[src/rtl/tsq_pkg.sv]
`default_nettype none
// ----------------------------------------------------------------------------
// tsq_pkg
// shared constants, codes and types of the two-stack queue
// ----------------------------------------------------------------------------
package tsq_pkg;

  localparam int STACK_DEPTH = 1024;
  localparam int ADDR_W      = $clog2(STACK_DEPTH);
  localparam int COUNT_W     = $clog2(STACK_DEPTH + 1);
  localparam int DATA_W      = 32;
  localparam int CAP_W       = 11;
  localparam int CFG_INDEX_W = 1;

  // operation codes
  localparam logic OP_ENQ = 1'b0;
  localparam logic OP_DEQ = 1'b1;

  // status codes
  localparam logic [1:0] STAT_ENQ   = 2'd0;
  localparam logic [1:0] STAT_DEQ   = 2'd1;
  localparam logic [1:0] STAT_FULL  = 2'd2;
  localparam logic [1:0] STAT_EMPTY = 2'd3;

  // configuration register indexes
  localparam logic [CFG_INDEX_W-1:0] REG_FIRST_CAP  = 1'b0;
  localparam logic [CFG_INDEX_W-1:0] REG_SECOND_CAP = 1'b1;

  typedef enum logic [2:0] {
    ST_IDLE,
    ST_MOVE,
    ST_DRAIN,
    ST_FINISH,
    ST_POP
  } state_t;

  // effective stack capacities
  typedef struct packed {
    logic [COUNT_W-1:0] in_cap;
    logic [COUNT_W-1:0] out_cap;
  } caps_t;

  // one ram access request
  typedef struct packed {
    logic              we;
    logic [ADDR_W-1:0] waddr;
    logic [DATA_W-1:0] wdata;
    logic              re;
    logic [ADDR_W-1:0] raddr;
  } ram_req_t;

endpackage : tsq_pkg
`default_nettype wire

[src/rtl/tsq_ctrl.sv]
`default_nettype none
// ----------------------------------------------------------------------------
// tsq_ctrl
// sequencer: stack counts, input-to-output move and result register
// ----------------------------------------------------------------------------
module tsq_ctrl
  import tsq_pkg::*;
(
  input  wire logic              clk,
  input  wire logic              rst,
  input  wire logic              start,
  input  wire logic              operation,
  input  wire logic [DATA_W-1:0] entry_value,
  input  wire caps_t             caps,
  input  wire logic [DATA_W-1:0] in_rdata,
  input  wire logic [DATA_W-1:0] out_rdata,
  output      ram_req_t          in_req,
  output      ram_req_t          out_req,
  output      logic              busy,
  output      logic              done,
  output      logic [1:0]        status,
  output      logic [DATA_W-1:0] result_value
);

  state_t             state, state_next;
  logic [COUNT_W-1:0] in_cnt, in_cnt_next;
  logic [COUNT_W-1:0] out_cnt, out_cnt_next;
  logic               mv_pend, mv_pend_next;
  logic               op, op_next;
  logic [DATA_W-1:0]  value, value_next;
  logic               done_next;
  logic [1:0]         status_next;
  logic [DATA_W-1:0]  result_value_next;
  logic               need_move;
  logic [COUNT_W-1:0] in_top;
  logic [COUNT_W-1:0] out_top;

  assign in_top  = in_cnt - COUNT_W'(1);
  assign out_top = out_cnt - COUNT_W'(1);
  assign busy    = (state != ST_IDLE);

  // move when output stack empty and input has data (enqueue: input also full)
  always_comb begin
    if (operation == OP_ENQ) begin
      need_move = (in_cnt >= caps.in_cap) && (out_cnt == '0) && (in_cnt != '0);
    end else begin
      need_move = (out_cnt == '0) && (in_cnt != '0);
    end
  end

  always_comb begin
    state_next        = state;
    in_cnt_next       = in_cnt;
    out_cnt_next      = out_cnt;
    mv_pend_next      = 1'b0;
    op_next           = op;
    value_next        = value;
    done_next         = 1'b0;
    status_next       = status;
    result_value_next = result_value;
    in_req            = '0;
    out_req           = '0;

    // write side of the move: data read in the previous cycle
    if (mv_pend) begin
      if (out_cnt < caps.out_cap) begin
        out_req.we    = 1'b1;
        out_req.waddr = out_cnt[ADDR_W-1:0];
        out_req.wdata = in_rdata;
        out_cnt_next  = out_cnt + COUNT_W'(1);
      end
    end

    unique case (state)
      ST_IDLE: begin
        if (start) begin
          op_next    = operation;
          value_next = entry_value;
          state_next = need_move ? ST_MOVE : ST_FINISH;
        end
      end
      ST_MOVE: begin
        in_req.re    = 1'b1;
        in_req.raddr = in_top[ADDR_W-1:0];
        in_cnt_next  = in_top;
        mv_pend_next = 1'b1;
        if (in_cnt == COUNT_W'(1)) begin
          state_next = ST_DRAIN;
        end
      end
      ST_DRAIN: begin
        state_next = ST_FINISH;
      end
      ST_FINISH: begin
        result_value_next = '0;
        if (op == OP_ENQ) begin
          done_next  = 1'b1;
          state_next = ST_IDLE;
          if (in_cnt < caps.in_cap) begin
            in_req.we    = 1'b1;
            in_req.waddr = in_cnt[ADDR_W-1:0];
            in_req.wdata = value;
            in_cnt_next  = in_cnt + COUNT_W'(1);
            status_next  = STAT_ENQ;
          end else begin
            status_next = STAT_FULL;
          end
        end else if (out_cnt != '0) begin
          out_req.re    = 1'b1;
          out_req.raddr = out_top[ADDR_W-1:0];
          out_cnt_next  = out_top;
          state_next    = ST_POP;
        end else begin
          done_next   = 1'b1;
          status_next = STAT_EMPTY;
          state_next  = ST_IDLE;
        end
      end
      ST_POP: begin
        done_next         = 1'b1;
        status_next       = STAT_DEQ;
        result_value_next = out_rdata;
        state_next        = ST_IDLE;
      end
      default: begin
        state_next = ST_IDLE;
      end
    endcase
  end

  always_ff @(posedge clk) begin
    if (rst) begin
      state   <= ST_IDLE;
      in_cnt  <= '0;
      out_cnt <= '0;
      mv_pend <= 1'b0;
      done    <= 1'b0;
    end else begin
      state   <= state_next;
      in_cnt  <= in_cnt_next;
      out_cnt <= out_cnt_next;
      mv_pend <= mv_pend_next;
      done    <= done_next;
    end
  end

  always_ff @(posedge clk) begin
    op           <= op_next;
    value        <= value_next;
    status       <= status_next;
    result_value <= result_value_next;
  end

endmodule : tsq_ctrl
`default_nettype wire
[config.mk]
export PLATFORM = sky130hd
export DESIGN_NAME = tsq_ctrl
export DESIGN_NICKNAME = d
export VERILOG_FILES = /design/src/rtl/tsq_pkg.sv /design/src/rtl/tsq_ctrl.sv
export SDC_FILE = /design/constraint.sdc
export NUM_CORES = 1
export LEC_CHECK = 0
export BUFFER_PORTS_ARGS = -buffer_cell sky130_fd_sc_hd__clkbuf_2
export CORE_MARGIN = 2
export CORE_UTILIZATION = 48
export CTS_BUF_LIST = sky130_fd_sc_hd__clkbuf_4
export CTS_CLUSTER_DIAMETER = 40
export DETAILED_ROUTE_END_ITERATION = 10
export PLACE_DENSITY = 0.83
export SETUP_SLACK_MARGIN = 0.05
export SYNTH_ARGS = -nofsm -noshare
export SYNTH_HDL_FRONTEND = slang
export SYNTH_SLANG_ARGS = --single-unit
[constraint.sdc]
create_clock -name clk -period 4.04 [get_ports clk]
set_input_delay 0.808 -clock clk [delete_from_list [all_inputs] [get_ports clk]]
set_output_delay 0.808 -clock clk [all_outputs]
set_load 0.05 [all_outputs]
Yosys cells after proc, flatten, opt, wreduce, memory -nomap -nowiden. Cells that the tools add are included. Widths: inputs -> output; s select.

Add/subtract/negate cells: 4. $lt $le $gt $ge: 3. Equality and inequality tests: 10. Multiplexer cells: 33. Reduce and logical (&&, ||, !) cells: 14.

Operators by type and width (count): $mux 43 (5); $mux 11 (11); $pmux 32 s2 (1); $add 11x1->11 const B (2); $lt 11x11->1 (2); $pmux 11 s2 (1); $reduce_bool 11->1 (2); $sub 11x1->11 const B (2); $mux 3 (4); $pmux 3 s4 (1); $eq 11x1->1 const B (1); $ge 11x11->1 (1); $logic_not 11->1 (1); $mux 2 (4); $ne 2x2->1 const B (4); $eq 3x2->1 const B (2); $reduce_and 2->1 (3); $mux 1 (4); $pmux 2 s2 (1); $reduce_bool 2->1 (2); $eq 3x1->1 const B (1); $eq 3x3->1 const B (1); $logic_and 1x1->1 (3); $logic_not 3->1 (1); other kinds (4) (4).

Flip-flop bits (word level): 94. Bits of input ports: 122. Word-level logic and storage cells: 73.

Logic depth before layout (Yosys ltp).
Word-level depth: 7. Gate-level depth with buffers: 10. Depth with buffers taken out: 10.

Worst setup path after synthesis. Ideal clock, no wire load.

Path kind: input to output. Start point: in caps[4] (netlist bit). End point: out out_req[40] (netlist bit). Arrival time: 3.403 ns. Setup slack: -0.171 ns. Stages: 9. Buffers on the path: 1. Cell sequence: inv_1 -> ha_1 -> a211oi_1 -> o21bai_1 -> a221oi_1 -> nor2_1 -> nor2_1 -> clkbuf_1 -> and2_1.

RTL lines: from (decl) (RTL line tsq_ctrl.sv:14) `input wire caps_t caps,`; to (decl) (RTL line tsq_ctrl.sv:18) `output ram_req_t out_req,`.

==> run_results.csv <==
group,metric,value,unit
synthesis,synthesis.nets,706,
critical_path,r2r_cells,9,
synthesis,ys_warn_count,0,
timing,grt_setup_unrepaired,"no",
critical_path,cp.required,3230,ps
clock_tree,numCtsBuffers,9,
clock_tree,cts_resized,0,
cells_and_area,layout.nets,958,
critical_path,cp-end-kind,"primary output",
global_routing,grt_max_degree,41,
power_and_ir_drop,ir_drop,0.5001,mV
cells_and_area,fin_util,66.70,%
critical_path,worstReg2RegEnd,"out_cnt[6]$_SDFF_PP0_",
clock_tree,clockBufferDepth,2,
detailed_routing,vias,5089,
synthesis,syn_inst,557,
timing,slew_headroom,52.31,%
clock_tree,clk_pin_slew_worst_paths,180,ps
power_and_ir_drop,power,4063,uW
critical_path,r2r_start,"out_cnt[0]$_SDFF_PP0_",
synthesis,avgSynthCellArea,9.688,sq um
worst_hold_path,hp-class,"in -> reg",
flow_run,maxCapViolCount,0,
detailed_routing,drt_iter0_drc,310,
synthesis,syn-cell-area,0.005396,sq mm
synthesis,yosysTopAreaCell,"edfxtp_1",
global_routing,gr-usage-all-layers,23.62,%
critical_path,cp-start-kind,"flop",
die,core-area,0.01089,sq mm
cells_and_area,stdcell_area,0.007262,sq mm
cells_and_area,drive_gt1_share,38.57,%
timing,fmax,0.2639,GHz
critical_path,worstSetupStartpoint,"out_cnt[0]$_SDFF_PP0_",
timing,min_period,3789,ps
die,placementRows,38,
die,die_w,110.0,microns
detailed_routing,firstDrtPassIters,5,
timing,fin_crit_sh,93.80,%
die,io_pins,266,
timing,worstMarginPinSlew,715.4,ps
synthesis,synth_edf_count,67,
timing,finalSetupViolCount,0,
detailed_routing,ant_nets,0,
critical_path,path_class,"reg -> out",
detailed_routing,vias_per_cell,5.329,
status,outcome,"complete, no violations",
power_and_ir_drop,p_leak,0.003484,uW
synthesis,synthTopCellsByArea,"edfxtp_1, and2_1, dfxtp_1, ha_1, nor2_1",
cells_and_area,area_delta_synth_final,34.57,%
global_routing,grt_pass1_wl,22100,microns
critical_path,worstPathMaxFanout,11,
clock_tree,tritoncts,"yes",
critical_path,cp_data_arrival_time,2980,ps
clock_tree,postCtsSetupBuffers,0,
timing,hold_ws,503.3,ps
detailed_routing,routed_wl,15120,microns
timing,final-hold-violation-count,0,
detailed_routing,drt_drc_violations_left,0,
cells_and_area,layout_commonest_cell,"clkbuf_2",
power_and_ir_drop,p_per_area,559.5,mW/mm^2
clock_tree,cts_hold_buf,0,
place,place_area,0.007059,sq mm
die,die_h,110.0,microns
critical_path,r2r_slack,1230,ps
clock_tree,clock-sinks,94,
clock_tree,h-tree-depth,3,
global_routing,grt_overflow,0,
die,die_area,0.01211,sq mm
cells_and_area,final_cell_mix,"clkbuf_2, and2_1, edfxtp_1, nor2_1, inv_1",
die,start_util,49.56,%
timing,fin_tns_setup,0,ps
clock_tree,clock_latency,460,ps
synthesis,ys_seq_elements,94,
global_routing,antenna_found_initial,1,
place,place_congestion,0.9328,
synthesis,async_reset_ff_share,0,%
timing,finClkSkew,20.37,ps
clock_tree,cts-root-buf,"clkbuf_4",
detailed_routing,wl_per_cell,15.83,microns
synthesis,synth_seq_area_share,47.30,%
synthesis,synthFlopType,"edfxtp_1",
critical_path,crit_end,"out_req[9]",
place,io_buffers,265,
synthesis,ys_types,58,
global_routing,grt_pass1_vias,4602,
place,dpl.hpwl,11780,microns
timing,drv_slew,0,
synthesis,synth.top_cell.area_share,37.28,%
[synth_stat cells (all sizes together) (2+ instances only)]
library cell,instances
and2,113
edfxtp,67
nor2,60
inv,33
dfxtp,27
ha,27
clkbuf,24
nand2,18
nand3,17
nor3,16
o21ai,16
a21oi,15
xnor2,11
xor2,11
buf,10
or3,8
nor2b,7
nand4,6
o22ai,6
a211oi,5
mux2,5
or2,5
a21o,4
nor3b,4
a311oi,3
and3,3
nor4,3
o2111ai,3
a221oi,2
a31oi,2
and3b,2
nand3b,2
o211ai,2
o21a,2
[metrics by stage]
| step | setup WS, ps | cells |
|---|---|---|
| floorplan | -1.657 | 557 |
| global placement | 317.3 | 938 |
| detailed placement | 185.8 | 938 |
| CTS | 85.10 | 954 |
| global route | 78.31 | 955 |
| finish | 250.6 | 955 |
[routing by layer]
layer	part of all wire, %	track usage [%]	up-vias
met3	8.3	3.880	38
li1	-	-	2427
met2	51	43.16	281
met5	0	0	-
met1	38	27.10	2343
met4	2.7	10.04	0
[worst min-delay path by stage]
| stage | startpoint | to | slack (ps) | cells after the start |
|---|---|---|---|---|
| after CTS | entry_value[16] | value[16]$_DFFE_PP_ | 490 | 1 |
| after detailed placement | in_cnt[10]$_SDFFE_PP0P_ | in_cnt[10]$_SDFFE_PP0P_ | 540 | 2 |
| after global routing | entry_value[21] | value[21]$_DFFE_PP_ | 470 | 1 |
| after floorplan | in_cnt[10]$_SDFFE_PP0P_ | in_cnt[10]$_SDFFE_PP0P_ | 510 | 2 |
| after global placement | in_cnt[10]$_SDFFE_PP0P_ | in_cnt[10]$_SDFFE_PP0P_ | 540 | 2 |
| final | entry_value[21] | value[21]$_DFFE_PP_ | 500 | 1 |
[registers in the layout, summed over array words and instances, names as in the netlist]
name          cells
result_value     32
value            32
in_cnt           11
out_cnt          11
state             3
status            2
done              1
mv_pend           1
op                1
[area by class of cell]
| class | instances | area [sq um] |
|---|---|---|
| tap | 140 | 175.2 |
| sequential | 94 | 2556 |
| multi-input combinational | 396 | 2592 |
| clock buffer | 9 | 67.56 |
| clock inverter | 7 | 113.9 |
| timing repair buffer | 275 | 1630 |
| inverter | 33 | 123.9 |
| fill | 864 | 3626 |
| antenna | 1 | 2.502 |
[report_power, final]
group | switching, uW | leakage, uW | internal [uW]
Combinational | 1340 | 0.00253 | 672
Sequential | 189 | 0.000853 | 1230
Clock | 363 | 0.0000962 | 267
Total | 1890 | 0.00348 | 2170
[logic make-up after synthesis]
| family | count (synthesis) | share of synthesized area [%] |
|---|---|---|
| buffers and inverters | 67 | 5.008 |
| multiplexers | 5 | 1.043 |
| XOR/XNOR | 22 | 3.571 |
| AND/OR/NAND/NOR | 269 | 27.61 |
| flip-flops | 94 | 47.30 |
| adder cells (fa/ha/maj) | 27 | 6.260 |
| AO/OA/AOI/OAI | 73 | 9.205 |
[worst max-delay path, stage by stage, from the launching register on]
cell and delay, ps:
dfxtp_1 480, or3_4 410, or3_4 360, or3_4 350, or3_4 350, xor2_1 150
nor2_1 130, clkbuf_2 300
Power figures use the tool's default switching activity.
